==> config.mk <==
export PLATFORM = sky130hd
export DESIGN_NAME = tprd_front
export DESIGN_NICKNAME = d
export VERILOG_FILES = /design/src/rtl/tprd_pkg.sv /design/src/rtl/tprd_front.sv
export SDC_FILE = /design/constraint.sdc
export NUM_CORES = 1
export LEC_CHECK = 0
export BUFFER_PORTS_ARGS = -buffer_cell sky130_fd_sc_hd__clkbuf_2
export CORE_MARGIN = 2
export CORE_UTILIZATION = 47
export CTS_CLUSTER_SIZE = 40
export DETAILED_ROUTE_END_ITERATION = 8
export PLACE_DENSITY_LB_ADDON = 0.12
export SLEW_MARGIN = 30
export SYNTH_ARGS = -nofsm -noshare
export SYNTH_HDL_FRONTEND = slang
export SYNTH_SLANG_ARGS = --single-unit
export TNS_END_PERCENT = 100
==> constraint.sdc <==
create_clock -name clk -period 4.71 [get_ports clk]
set_clock_uncertainty 0.05 [all_clocks]
set_input_delay 0.471 -clock clk [delete_from_list [all_inputs] [get_ports clk]]
set_output_delay 0.471 -clock clk [all_outputs]
set_load 0.05 [all_outputs]
==> src/rtl/tprd_pkg.sv <==
`timescale 1ns / 1ps
// ----------------------------------------------------------------------------
// tprd_pkg: shared types, constants and functions of the tile row decoder
// Holds the item and pixel word layouts, mode codes, register indexes and
// the per-pixel colour index and channel widening functions.
// ----------------------------------------------------------------------------
package tprd_pkg;

  localparam int PALETTE_ENTRIES = 256;
  localparam int ROW_PIXELS      = 8;
  localparam int PLANE_WORDS     = 4;
  localparam int COL_W           = 3;
  localparam int IDX_W           = 8;
  localparam int COLOR_W         = 15;
  localparam int WORD_W          = 16;
  localparam int CHAN_W          = 5;
  localparam int LEVEL_W         = 8;
  localparam int MODE_W          = 2;
  localparam int PAL_W           = 5;
  localparam int CFG_IDX_W       = 1;
  localparam int CFG_DATA_W      = 5;
  localparam int OUT_DEPTH       = 4;
  localparam int OUT_PTR_W       = 2;
  localparam int OUT_CNT_W       = 3;
  localparam int IN_DEPTH        = 2;
  localparam int IN_CNT_W        = 2;

  // Pixel modes
  localparam logic [MODE_W-1:0] MODE_2BPP  = 2'd0;
  localparam logic [MODE_W-1:0] MODE_4BPP  = 2'd1;
  localparam logic [MODE_W-1:0] MODE_8BPP  = 2'd2;
  localparam logic [MODE_W-1:0] MODE_SEVEN = 2'd3;

  // Register indexes
  localparam logic [CFG_IDX_W-1:0] CFG_PIXEL_MODE     = 1'b0;
  localparam logic [CFG_IDX_W-1:0] CFG_PALETTE_SELECT = 1'b1;

  // Mode seven extended-background palette and index masks
  localparam logic [PAL_W-1:0] PAL_EXTBG  = 5'd1;
  localparam logic [IDX_W-1:0] MASK_SEVEN = 8'h7f;
  localparam logic [IDX_W-1:0] MASK_FULL  = 8'hff;
  localparam logic [IDX_W-1:0] MASK_2BPP  = 8'h03;
  localparam logic [IDX_W-1:0] MASK_4BPP  = 8'h0f;

  typedef enum logic {
    OP_WRITE = 1'b0,
    OP_ROW   = 1'b1
  } opcode_t;

  typedef logic [ROW_PIXELS-1:0][WORD_W-1:0] row_words_t;

  typedef struct packed {
    opcode_t              op;
    logic [IDX_W-1:0]     color_index;
    logic [COLOR_W-1:0]   color_value;
    row_words_t           words;
  } item_t;

  typedef struct packed {
    logic [MODE_W-1:0] pixel_mode;
    logic [PAL_W-1:0]  palette_select;
  } cfg_t;

  typedef struct packed {
    logic [COL_W-1:0]   column;
    logic [LEVEL_W-1:0] red;
    logic [LEVEL_W-1:0] green;
    logic [LEVEL_W-1:0] blue;
    logic               last;
  } pixel_t;

  // Widen a 5-bit channel to 8 bits by replicating its top bits
  function automatic logic [LEVEL_W-1:0] widen5(input logic [CHAN_W-1:0] v);
    return {v, v[CHAN_W-1:CHAN_W-3]};
  endfunction

  // Colour memory index of pixel x of a row
  function automatic logic [IDX_W-1:0] pixel_index(input cfg_t cfg,
                                                   input row_words_t w,
                                                   input logic [COL_W-1:0] x);
    logic [IDX_W-1:0] raw;
    logic [IDX_W-1:0] idx;
    raw = '0;
    // gather the even and odd plane bits of each plane pair, MSB is leftmost
    for (int p = 0; p < PLANE_WORDS; p++) begin
      raw[2*p]   = w[p][{1'b0, ~x}];
      raw[2*p+1] = w[p][{1'b1, ~x}];
    end
    case (cfg.pixel_mode)
      MODE_2BPP: idx = (raw & MASK_2BPP) + {1'b0, cfg.palette_select, 2'b00};
      MODE_4BPP: idx = (raw & MASK_4BPP) + {cfg.palette_select[3:0], 4'b0000};
      MODE_8BPP: idx = raw;
      default:   idx = w[x][WORD_W-1:IDX_W]
                       & ((cfg.palette_select == PAL_EXTBG) ? MASK_SEVEN : MASK_FULL);
    endcase
    return idx;
  endfunction

endpackage

==> src/rtl/tprd_front.sv <==
`timescale 1ns / 1ps
// ----------------------------------------------------------------------------
// tprd_front: input word queue
// Accepts write and row words, tags them by kind and holds them in a
// two-entry queue until the back end takes them.
// ----------------------------------------------------------------------------
module tprd_front (
  input  logic            clk,
  input  logic            rst,
  input  logic            push,
  output logic            full,
  input  logic            in_opcode,
  input  tprd_pkg::item_t in_item,
  output logic            head_valid,
  output tprd_pkg::item_t head,
  input  logic            head_pop
);
  import tprd_pkg::*;

  item_t               slots [IN_DEPTH];
  logic                wr_ptr;
  logic                rd_ptr;
  logic [IN_CNT_W-1:0] count;
  logic                do_push;
  logic                do_pop;
  item_t               sorted_item;

  assign full       = (count == IN_CNT_W'(IN_DEPTH));
  assign head_valid = (count != '0);
  assign head       = slots[rd_ptr];
  assign do_push    = push && !full;
  assign do_pop     = head_pop && head_valid;

  // Classify the word by its opcode
  always_comb begin
    sorted_item    = in_item;
    sorted_item.op = in_opcode ? OP_ROW : OP_WRITE;
  end

  // Store incoming words
  always_ff @(posedge clk) begin
    if (do_push) begin
      slots[wr_ptr] <= sorted_item;
    end
  end

  // Advance pointers and occupancy
  always_ff @(posedge clk) begin
    if (rst) begin
      wr_ptr <= 1'b0;
      rd_ptr <= 1'b0;
      count  <= '0;
    end else begin
      if (do_push) begin
        wr_ptr <= ~wr_ptr;
      end
      if (do_pop) begin
        rd_ptr <= ~rd_ptr;
      end
      case ({do_push, do_pop})
        2'b10:   count <= count + 1'b1;
        2'b01:   count <= count - 1'b1;
        default: count <= count;
      endcase
    end
  end

endmodule

==> results.txt <==
R2R Setup Slk = 2140 ps
Total negative slack = 0 ps
Total power = 9.00 mW
Post-CTS Setup Repair Bufs = 0
Status = finished clean
Hold_sp = in_item[8]
Final net count = 987
Critical path capture point type = output port
Final Slew Violations = 0
Total GRT Usage = 0.158
Layout cells sized above 1 = 0.602
RePlAce Congestion = 0.733
Core ar. = 23,500 µm²
Crit Path Category = reg -> out
Clock-pin slew on the worst setup and hold paths = 60 ps
RSZ-0062 raised after global routing = no
Diodes inserted = 0
Filler Cells Inserted = 1,788
CTS sink cnt = 309
Number of global-route vias before repair = 5,869
Iteration-0 DRC Markers = 282
Syn nets = 657
H-tree depth = 1
Vias per cell = 4.86
Die Y-Extent = 158 µm
Hold depth = 1
Hold Worst Slack = 65.6 ps
Worst-case reg-to-reg path depth = 5
Yosys warns = 0
Die Area = 25,100 µm²
Final Hold Fails = 0
Clock Latency Late Sink = 540 ps
Initial Utilization = 0.478
Pleak = 5.24 nW
Hold buffers post-CTS = 0
Largest net degree at the start of global routing = 87
CTS buffer count = 31
F_max = 340 MHz
VDD IR max = 0.000484 V
WL/cell = 18.1 µm
Critical R2R Capture = slots[0][73]$_DFFE_PP_
Worst Path Arrival = 2420 ps
Period utilization = 0.624
Max-cap violations = 0
First-pass GRT wire length = 30,100 µm
Die X = 158 µm
R2r startpoint = count[0]$_SDFFE_PP0P_
Via count = 5,672
IO buf count = 309
Tightest Pin Transition = 811 ps
DP HPWL = 14,100 µm
CP Max Fanout = 57
Antenna Nets Post-Route = 0
Yosys reg bits = 309
Post-Syn Area = 11,200 µm²
Syn Area/Cell = 22.5 µm²
Clock tree root buffer cell = clkbuf_16
Initial antenna violation count = 1
Mapped Cells = 499
Min Tclk post-route = 2940 ps
Startpoint types = flip-flop
Syn-to-layout area delta = 24.7%
Sequential share of the synthesized area = 0.823
Yosys cell types = 19
WHS Endpoint = slots[0][8]$_DFFE_PP_
Clock Path Buffers = 3
Post-route DRC violation count = 0
Required time of the critical path = 4190 ps
Power per Cell Area = 644 nW/µm²
Final setup fails = 0
Num ports = 311
Post-Route WL = 21,100 µm
CTS tree = built
Tightest Hold Check Type = in -> reg
Relative slew slack = 0.459
GR Overflow Total = 0
Row cnt = 56
First drt pass iteration count = 4
Post_cts resized = 0
[worst max-delay path: stages, from the launching register on]
cell	delay [ps]
dfxtp_4	520
buf_4	660
mux2_2	420
clkbuf_2	240
[worst max-delay path by stage]
stage / startpoint / endpoint / slack (ps)
3_5_place_dp: push / slots[0][43]$_DFFE_PP_ / 2110
5_1_grt: flip-flop / head[79] / 1630
6_report: flip-flop / head[147] / 1770
4_1_cts: flip-flop / head[66] / 1710
3_3_place_gp: push / slots[0][44]$_DFFE_PP_ / 2150
2_1_floorplan: count[0]$_SDFFE_PP0P_ / slots[1][0]$_DFFE_PP_ / 60
[cells by family (layout without fill, tap and decap cells)]
| logic type | Yosys count | count (layout) | share of synthesized area |
|---|---|---|---|
| fa+ha+maj | 1 | 1 | 0.00112 |
| flops | 309 | 309 | 0.823 |
| mux | 152 | 152 | 0.153 |
| buf+inv | 20 | 368 | 0.0136 |
| simple gates | 9 | 9 | 0.00435 |
| xor+xnor | 3 | 3 | 0.00234 |
| compound gates | 5 | 5 | 0.00246 |
[synth_stat cells, drive strengths merged]
master,n,share of area
and3,1,0.00056
nand2b,1,0.00078
edfxtp,304,0.81
xor2,1,0.00078
mux2,152,0.15
o21a,1,0.00067
buf,17,0.013
or3,2,0.0011
a21oi,2,0.00089
nor2,3,0.0010
inv,3,0.0010
xnor2,2,0.0016
dfxtp,5,0.0089
or2,1,0.00056
ha,1,0.0011
o21ai,2,0.00089
nand2,1,0.00033
[cell type report]
class	count	area, µm²	area share
multi-input cells	170	1830	0.131
flip-flops and latches	309	9230	0.660
clock buffers	41	813	0.0582
well taps	319	399	0.0286
repair buffers	314	1630	0.117
clock inverters	10	51.3	0.00367
inverters	3	16.3	0.00116
[placed cells by master (no fill, tap or decap), drive strengths merged]
cell type and n:
or3 2, xor2 1, nor2 3, nand2b 1
clkinv 8, xnor2 2, and3 1, or2 1
ha 1, dfxtp 5, mux2 152, inv 3
clkbuf 350, clkinvlp 2, a21oi 2, nand2 1
edfxtp 304, buf 5, o21a 1, o21ai 2
[routing by layer]
metal	vias to the layer above	track usage	wire length [µm]
li1	2650	-	-
met3	47	0.0634	2100
met4	2	0.0553	701
met5	-	0	13
met1	2745	0.184	7920
met2	228	0.266	10400
[flip-flops by register name (all words and copies together), names as in the netlist, named ones only]
register / cells
count: 2
rd_ptr: 1
slots: 304
wr_ptr: 1
[power by group]
group,switching (mW),internal [mW],total [mW]
Combinational,2.43,0.873,3.31
Clock,0.923,1.20,2.12
Sequential,0.109,3.47,3.58
[stage by stage]
step / cell area (µm²) / cells / setup WS [ps] / utilization
2_1_floorplan: 11200 / 499 / 57.7 / -
3_3_place_gp: 13100 / 1114 / 2150 / 0.558
3_5_place_dp: 13100 / 1114 / 2110 / 0.558
4_1_cts: 14000 / 1165 / 1710 / 0.595
5_1_grt: 14000 / 1166 / 1630 / 0.596
6_report: 14000 / 1166 / 1770 / 0.596
Power figures use the tool's default switching activity.
