File: src/rtl/tprd_pkg.sv
`timescale 1ns / 1ps
// ----------------------------------------------------------------------------
// tprd_pkg: shared types, constants and functions of the tile row decoder
// Holds the item and pixel word layouts, mode codes, register indexes and
// the per-pixel colour index and channel widening functions.
// ----------------------------------------------------------------------------
package tprd_pkg;

  localparam int PALETTE_ENTRIES = 256;
  localparam int ROW_PIXELS      = 8;
  localparam int PLANE_WORDS     = 4;
  localparam int COL_W           = 3;
  localparam int IDX_W           = 8;
  localparam int COLOR_W         = 15;
  localparam int WORD_W          = 16;
  localparam int CHAN_W          = 5;
  localparam int LEVEL_W         = 8;
  localparam int MODE_W          = 2;
  localparam int PAL_W           = 5;
  localparam int CFG_IDX_W       = 1;
  localparam int CFG_DATA_W      = 5;
  localparam int OUT_DEPTH       = 4;
  localparam int OUT_PTR_W       = 2;
  localparam int OUT_CNT_W       = 3;
  localparam int IN_DEPTH        = 2;
  localparam int IN_CNT_W        = 2;

  // Pixel modes
  localparam logic [MODE_W-1:0] MODE_2BPP  = 2'd0;
  localparam logic [MODE_W-1:0] MODE_4BPP  = 2'd1;
  localparam logic [MODE_W-1:0] MODE_8BPP  = 2'd2;
  localparam logic [MODE_W-1:0] MODE_SEVEN = 2'd3;

  // Register indexes
  localparam logic [CFG_IDX_W-1:0] CFG_PIXEL_MODE     = 1'b0;
  localparam logic [CFG_IDX_W-1:0] CFG_PALETTE_SELECT = 1'b1;

  // Mode seven extended-background palette and index masks
  localparam logic [PAL_W-1:0] PAL_EXTBG  = 5'd1;
  localparam logic [IDX_W-1:0] MASK_SEVEN = 8'h7f;
  localparam logic [IDX_W-1:0] MASK_FULL  = 8'hff;
  localparam logic [IDX_W-1:0] MASK_2BPP  = 8'h03;
  localparam logic [IDX_W-1:0] MASK_4BPP  = 8'h0f;

  typedef enum logic {
    OP_WRITE = 1'b0,
    OP_ROW   = 1'b1
  } opcode_t;

  typedef logic [ROW_PIXELS-1:0][WORD_W-1:0] row_words_t;

  typedef struct packed {
    opcode_t              op;
    logic [IDX_W-1:0]     color_index;
    logic [COLOR_W-1:0]   color_value;
    row_words_t           words;
  } item_t;

  typedef struct packed {
    logic [MODE_W-1:0] pixel_mode;
    logic [PAL_W-1:0]  palette_select;
  } cfg_t;

  typedef struct packed {
    logic [COL_W-1:0]   column;
    logic [LEVEL_W-1:0] red;
    logic [LEVEL_W-1:0] green;
    logic [LEVEL_W-1:0] blue;
    logic               last;
  } pixel_t;

  // Widen a 5-bit channel to 8 bits by replicating its top bits
  function automatic logic [LEVEL_W-1:0] widen5(input logic [CHAN_W-1:0] v);
    return {v, v[CHAN_W-1:CHAN_W-3]};
  endfunction

  // Colour memory index of pixel x of a row
  function automatic logic [IDX_W-1:0] pixel_index(input cfg_t cfg,
                                                   input row_words_t w,
                                                   input logic [COL_W-1:0] x);
    logic [IDX_W-1:0] raw;
    logic [IDX_W-1:0] idx;
    raw = '0;
    // gather the even and odd plane bits of each plane pair, MSB is leftmost
    for (int p = 0; p < PLANE_WORDS; p++) begin
      raw[2*p]   = w[p][{1'b0, ~x}];
      raw[2*p+1] = w[p][{1'b1, ~x}];
    end
    case (cfg.pixel_mode)
      MODE_2BPP: idx = (raw & MASK_2BPP) + {1'b0, cfg.palette_select, 2'b00};
      MODE_4BPP: idx = (raw & MASK_4BPP) + {cfg.palette_select[3:0], 4'b0000};
      MODE_8BPP: idx = raw;
      default:   idx = w[x][WORD_W-1:IDX_W]
                       & ((cfg.palette_select == PAL_EXTBG) ? MASK_SEVEN : MASK_FULL);
    endcase
    return idx;
  endfunction

endpackage

File: src/rtl/tprd_out_fifo.sv
`timescale 1ns / 1ps
// ----------------------------------------------------------------------------
// tprd_out_fifo: pixel word output queue
// Four-entry queue between the back end and the result port; its count
// goes back to the sequencer, which never overfills it.
// ----------------------------------------------------------------------------
module tprd_out_fifo (
  input  logic                           clk,
  input  logic                           rst,
  input  logic                           push,
  input  tprd_pkg::pixel_t               push_word,
  input  logic                           pop,
  output logic                           empty,
  output tprd_pkg::pixel_t               head,
  output logic [tprd_pkg::OUT_CNT_W-1:0] count
);
  import tprd_pkg::*;

  pixel_t               slots [OUT_DEPTH];
  logic [OUT_PTR_W-1:0] wr_ptr;
  logic [OUT_PTR_W-1:0] rd_ptr;
  logic                 do_pop;

  assign empty  = (count == '0);
  assign head   = slots[rd_ptr];
  assign do_pop = pop && !empty;

  // Store pixel words
  always_ff @(posedge clk) begin
    if (push) begin
      slots[wr_ptr] <= push_word;
    end
  end

  // Advance pointers and occupancy
  always_ff @(posedge clk) begin
    if (rst) begin
      wr_ptr <= '0;
      rd_ptr <= '0;
      count  <= '0;
    end else begin
      if (push) begin
        wr_ptr <= wr_ptr + 1'b1;
      end
      if (do_pop) begin
        rd_ptr <= rd_ptr + 1'b1;
      end
      case ({push, do_pop})
        2'b10:   count <= count + 1'b1;
        2'b01:   count <= count - 1'b1;
        default: count <= count;
      endcase
    end
  end

endmodule

File: config.mk
export PLATFORM = sky130hd
export DESIGN_NAME = tprd_out_fifo
export DESIGN_NICKNAME = d
export VERILOG_FILES = /design/src/rtl/tprd_pkg.sv /design/src/rtl/tprd_out_fifo.sv
export SDC_FILE = /design/constraint.sdc
export NUM_CORES = 1
export LEC_CHECK = 0
export BUFFER_PORTS_ARGS = -buffer_cell sky130_fd_sc_hd__buf_4
export CORE_ASPECT_RATIO = 1.4
export CORE_MARGIN = 2
export CORE_UTILIZATION = 24
export DETAILED_ROUTE_END_ITERATION = 7
export PLACE_DENSITY = 0.52
export SYNTH_ARGS = -nofsm -noshare
export SYNTH_HDL_FRONTEND = slang
export SYNTH_SLANG_ARGS = --single-unit
File: constraint.sdc
create_clock -name clk -period 2.15 [get_ports clk]
set_clock_uncertainty 0.1 [all_clocks]
set_input_delay 0 -clock clk [delete_from_list [all_inputs] [get_ports clk]]
set_output_delay 0 -clock clk [all_outputs]
set_load 0.02 [all_outputs]
==> results.toml, run 1 <==
[grt]
grt_pass1_vias = 2508
grt_max_degree = 29
grt_busiest_layer = "met2"
grt_util_met2 = 0.153
use_met1 = 0.108
antenna_found_initial = 1
grtUsageMet3 = 0.0411
grt_pass1_wl_um = 13600
grt-ovfl-total = 0
grt_usage = 0.0937

[sta]
period_share = 0.923
drv_slew = 0
setup_viol_count_final = 0
period_needed_ns = 1.99
tightest_slew_ns = 0.434
rsz0062_at_grt = "false"
hold_violations = 0
slew_headroom = 0.710
fmax_ghz = 0.504
setup-tns-final_ns = 0

[logic_synthesis]
synthDistinctLibCells = 22
synth_area_mm2 = 0.00453
synth.area.top_cells = "edfxtp_1 (74%), mux4_2 (9.9%), mux4_1 (4.6%), dfxtp_1 (4.0%), ha_1 (1.4%)"
yosysWarnings = 0
syn_inst = 195
yosysSeqAreaShare = 0.782
syn_nets = 233
synth_top_area_frac = 0.742
synth_area_leader_cell = "edfxtp_1"
avgSynthCellArea_um2 = 23.2
synth_seq_cells = 121

[place]
io_buffers = 63
globalplace.congestion = 0.697
dp_hpwl_um = 5270
place_area_mm2 = 0.00539
dp_cells = 502

[floorplan]
chipHeight_um = 167
start_util = 0.245
core-area_mm2 = 0.0185
die_w_um = 120
ioPinCount = 64
num_rows = 59
fp.dieArea_mm2 = 0.0200

[power_and_ir_drop]
p_per_area_mw_per_mm2 = 1070
power_frac_clock = 0.354
p_switching_mw = 1.74
power_frac_comb = 0.218
p_int_mw = 4.93
sw_frac_of_total = 0.261
ir_drop_mv = 0.614
power_frac_seq = 0.428
leakage_nw = 2.14

[routing]
drt-initial-drc-count = 100
drt_wl_total_um = 8740
drc_errors = 0
detailroute.via_count = 2221
detail-route-antenna-nets = 0
wl_per_cell_um = 15.4
viasPerCell = 3.92
first_pass_iters = 4

[worst_setup_path]
crit_required_ns = 2.37
startpoint_type = "register"
criticalPathCategory = "reg -> reg"
worst-path-max-fanout = 5
worstPathArrival_ns = 2.20
worstSetupEndpointType = "register"

[cts]
clkTransAtPathRegs_ns = 0.05
cts_tree = "built"
cts_root_buf = "clkbuf_16"
clock_latency_ns = 0.40
h-tree-depth = 4
cts_buffer_depth = 2
cts_sinks = 121
cts_buffers = 17

[cells_and_area]
final_area_mm2 = 0.00621
area_growth_pct = 37.1
drive_above_1_share = 0.386
nets = 347
fillers = 1808
stdcell_count = 566

[worst_hold_path]
hold_path_class = "in -> reg"

[run]
maxCapViolCount = 0

[status]
outcome = "completed"
## power by group through the flow
stage | sequential [mW] | clock, mW | combinational, mW
3_5_place_dp | 2.90 | 0 | 1.44
4_1_cts | 2.85 | 2.45 | 1.49
6_report | 2.85 | 2.36 | 1.45
3_3_place_gp | 2.88 | 0 | 1.42
2_1_floorplan | 2.85 | 0 | 0.916
5_1_grt | 2.87 | 2.54 | 1.57
## through the flow
stage	total power, mW	hold slack [ns]	utilization	worst slack, ns
after floorplan	3.76	-0.00113	-	0.149
after global placement	4.30	0.0994	0.291	0.253
after detailed placement	4.33	0.104	0.291	0.129
after CTS	6.78	0.215	0.335	0.0143
after global routing	6.98	0.235	0.335	0.0269
final	6.67	0.243	0.335	0.165
## logic make-up after synthesis
kind of cell / share of synthesized area
AOI/OAI and AO/OA: 0.00718
xor gates and xnor gates: 0.00773
adders and majority gates: 0.0182
buffers and inverters: 0.0213
DFF: 0.782
muxes: 0.148
and+or+nand+nor: 0.0160
## registers in the layout, indices dropped and copies added, names as in the netlist, named ones only
name	count
count	3
wr_ptr	2
rd_ptr	2
slots	112
## routing by layer
| layer | share of wire | up-vias |
|---|---|---|
| li1 | - | 1032 |
| met2 | 0.52 | 53 |
| met4 | 0.012 | 0 |
| met5 | 0 | - |
| met3 | 0.049 | 7 |
| met1 | 0.42 | 1129 |
## area by class of cell
type,count,area (µm²),share of cell area
clock inverter,10,56.3,0.00906
antenna,1,2.50,0.000403
timing repair buffer,102,933,0.150
multi-input combinational,60,898,0.145
tap,244,305,0.0491
inverter,7,26.3,0.00423
sequential,121,3550,0.572
clock buffer,21,440,0.0709
## layout by cell type, fill, tap and decap left out, types with 2 or more instances in the layout
cell type and count:
dfxtp_1 4, mux4_1 8, nor2_1 7, or3_1 2, clkinvlp_4 2, dlygate4sd3_1 32
clkinv_2 5, a21oi_1 3, mux4_2 20, o21ai_0 2, clkbuf_1 4, ha_1 5
clkbuf_16 17, edfxtp_1 112, dfxtp_2 4, clkinv_1 2, buf_4 63, inv_1 7
xor2_1 3, and2_2 4, buf_12 7
## worst max-delay path, stage by stage, from the launching register on
cell	delay [ns]
dfxtp_2	0.37
o31ai_1	0.11
inv_1	0.07
ha_1	0.18
inv_1	0.06
fa_1	0.37
xor2_1	0.16
or3_1	0.30
a21oi_1	0.18
## synth_stat cells
cell type  count
and2_1         4
nor3_1         1
o31ai_1        1
xnor2_1        1
ha_1           5
dfxtp_1        9
inv_1          7
buf_2          3
nand2_1        1
mux4_1         8
fa_1           1
edfxtp_1     112
clkbuf_1       1
buf_12         2
buf_6          1
or3_1          2
nor2_1         7
o21ai_0        2
mux4_2        20
mux2i_1        1
xor2_1         3
a21oi_1        3
## timing repair
action                                 in CTS  in global routing
hold buffers                               32                  0
endpoints found under the hold margin     121                  0
resized for setup                           0                  4
buffers inserted                            0                  0
setup endpoints to repair                   0                  3
## final timing paths
path / depth (start not counted) / endpoint / from / slack (ns)
setup / recovery: 8 / count[2] / count[0] / 0.16
hold reg to reg: 2 / register / rd_ptr[1] / 0.40
setup reg to reg: 8 / count[2] / count[0] / 0.16
hold / removal: 2 / slots[1][2] / push_word[2] / 0.24
Power figures use the tool's default switching activity.
==> run 2, diff against run 1 <==
--- a/config.mk
+++ b/config.mk
@@ -5,6 +5,7 @@
 export SDC_FILE = /design/constraint.sdc
 export NUM_CORES = 1
 export LEC_CHECK = 0
+export ABC_AREA = 1
 export BUFFER_PORTS_ARGS = -buffer_cell sky130_fd_sc_hd__buf_4
 export CORE_ASPECT_RATIO = 1.4
 export CORE_MARGIN = 2
==> results.toml, run 2 <==
[floorplan]
fp.dieArea_mm2 = 0.0204
start_util = 0.242
core-area_mm2 = 0.0191
ioPinCount = 64
die_w_um = 121
chipHeight_um = 168
num_rows = 60

[power_and_ir_drop]
leakage_nw = 2.31
ir_drop_mv = 0.463
p_per_area_mw_per_mm2 = 1120
sw_frac_of_total = 0.265
finalPower_mw = 7.03
p_int_mw = 5.16
power_frac_comb = 0.202
p_switching_mw = 1.87
power_frac_clock = 0.405
power_frac_seq = 0.392

[routing]
viasPerCell = 4.26
detailroute.via_count = 3001
wl_per_cell_um = 15.1
drt_wl_total_um = 10700
first_pass_iters = 4
detail-route-antenna-nets = 0
drt-initial-drc-count = 123
drc_errors = 0

[worst_setup_path]
worstSetupEndpointType = "register"
cp_slowest_cell = "fa_1"
critical-path-top-delay-family = "simple AND/OR/NAND/NOR gates"
worstPathArrival_ns = 2.24
cp_cell_sequence = "inv_1 > nand3_2 > inv_1 > nor2_1 > ha_2 > inv_1 > fa_1 > nand2_1 > nand3_1 > nand2_1 > inv_1 > nor2_1"
startpoint_type = "register"
cpMostUsedCell = "inv_1"
worst-path-buf-inv = 4
criticalPathCategory = "reg -> reg"
r2r_slack_ns = 0.14
reg2reg_from = "count[2]"
worst-path-max-fanout = 5
reg2reg_depth = 12
reg2reg_to = "count[2]"
cpPeakStageDelay_ns = 0.38
crit_required_ns = 2.38

[cts]
cts_tree = "built"
h-tree-depth = 4
post_cts_buffers = 0
clkTransAtPathRegs_ns = 0.05
cts_sinks = 121
clock_latency_ns = 0.40
cts_buffers = 17
cts_buffer_depth = 2
cts_root_buf = "clkbuf_16"

[sta]
setup_viol_count_final = 0
fin_ws_ns = 0.141
period_share = 0.934
drv_slew = 0
setup-tns-final_ns = 0
period_needed_ns = 2.01
holdWs_ns = 0.239
tightest_slew_ns = 0.480
hold_violations = 0
fmax_ghz = 0.498
slew_headroom = 0.680

[grt]
grt_max_degree = 37
grt-ovfl-total = 0
grt_pass1_vias = 3118
grt_usage = 0.110
grt_pass1_wl_um = 16600
antenna_found_initial = 0

[cells_and_area]
largest_register = "slots"
reg_top3 = "slots (112), count (3)"
drive_above_1_share = 0.228
stdcell_count = 704
largest_register_ffs = 112
layout_common_cells = "edfxtp_1 (112), buf_4 (74), nor2_1 (61)"
n_antenna_cell = 0
final_area_mm2 = 0.00629
fillers = 1930
area_growth_pct = 36.2
finish.utilization = 0.330
nets = 481
final_common_cell = "edfxtp_1"

[logic_synthesis]
synth.top_cells.by_count = "edfxtp_1 (112), nor2_1 (61), o21ai_0 (45), o22ai_1 (28), inv_1 (18)"
synth_edf_count = 112
synth_area_mm2 = 0.00462
yosysSeqAreaShare = 0.767
synthDistinctLibCells = 19
synth_most_common_cell = "edfxtp_1"
synth_area_leader_cell = "edfxtp_1"
avgSynthCellArea_um2 = 13.8
synth_seq_cells = 121
async_reset_ff_frac = 0
synth_top_area_frac = 0.728
yosysWarnings = 0
syn_nets = 373
synth.area.top_cells = "edfxtp_1 (73%), nor2_1 (5.0%), o21ai_0 (4.9%), dfxtp_1 (3.9%), o22ai_1 (3.8%)"
syn_inst = 335
synth-main-ff-cell = "edfxtp_1"

[place]
dp_cells = 640
dp_hpwl_um = 6340
pre_cts_ws_ns = 0.116
place_area_mm2 = 0.00537
io_buffers = 63
globalplace.congestion = 0.627

[worst_hold_path]
hold_path_class = "in -> reg"
worstHoldPathCells = 2
hold_path_end = "slots[1][0]"
min_from = "push_word[0]"

[run]
maxCapViolCount = 0

[status]
outcome = "completed"
[run 2: logic make-up after synthesis]
group,share of synthesized area
buf+inv,0.0414
flops,0.767
fa+ha+maj,0.0179
compound gates,0.109
simple gates,0.0639
[run 2: worst max path at each step]
stage                     startpoint  endpoint  slack, ns  cells past startpoint
after CTS                   count[0]  count[2]       0.10                     12
final                       count[2]  count[2]       0.14                     12
after global routing        count[1]  count[2]     -0.007                     12
after detailed placement    count[0]  count[2]       0.12                     12
after global placement      count[0]  count[2]       0.31                     13
after floorplan             count[0]  count[2]       0.13                     13
[run 2: area by class of cell]
class                           count  area (µm²)  area share
Inverter                           20        75.1      0.0119
Tap cell                          248         310      0.0493
Clock inverter                     10         150      0.0239
Multi-Input combinational cell    177         891       0.142
Sequential cell                   121        3540       0.563
Clock buffer                       22         444      0.0706
Timing Repair Buffer              106         876       0.139
[run 2: timing repair]
item,CTS,global route
gates resized for setup,0,3
hold endpoints to repair,121,0
endpoints found under the setup margin,0,1
hold buffers,32,0
[run 2: power by group through the flow]
| stage | combinational [mW] | clock (mW) | sequential (mW) |
|---|---|---|---|
| 2_1_floorplan | 0.816 | 0 | 2.81 |
| 3_3_place_gp | 1.35 | 0 | 2.80 |
| 3_5_place_dp | 1.39 | 0 | 2.80 |
| 4_1_cts | 1.44 | 2.92 | 2.76 |
| 5_1_grt | 1.57 | 3.03 | 2.77 |
| 6_report | 1.42 | 2.85 | 2.76 |
[run 2: per-layer routing]
metal,part of all wire,up-vias,track usage
met5,0,-,0
met4,0.014,0,0.0415
met3,0.038,10,0.0342
met2,0.53,58,0.192
met1,0.42,1494,0.124
li1,-,1439,-
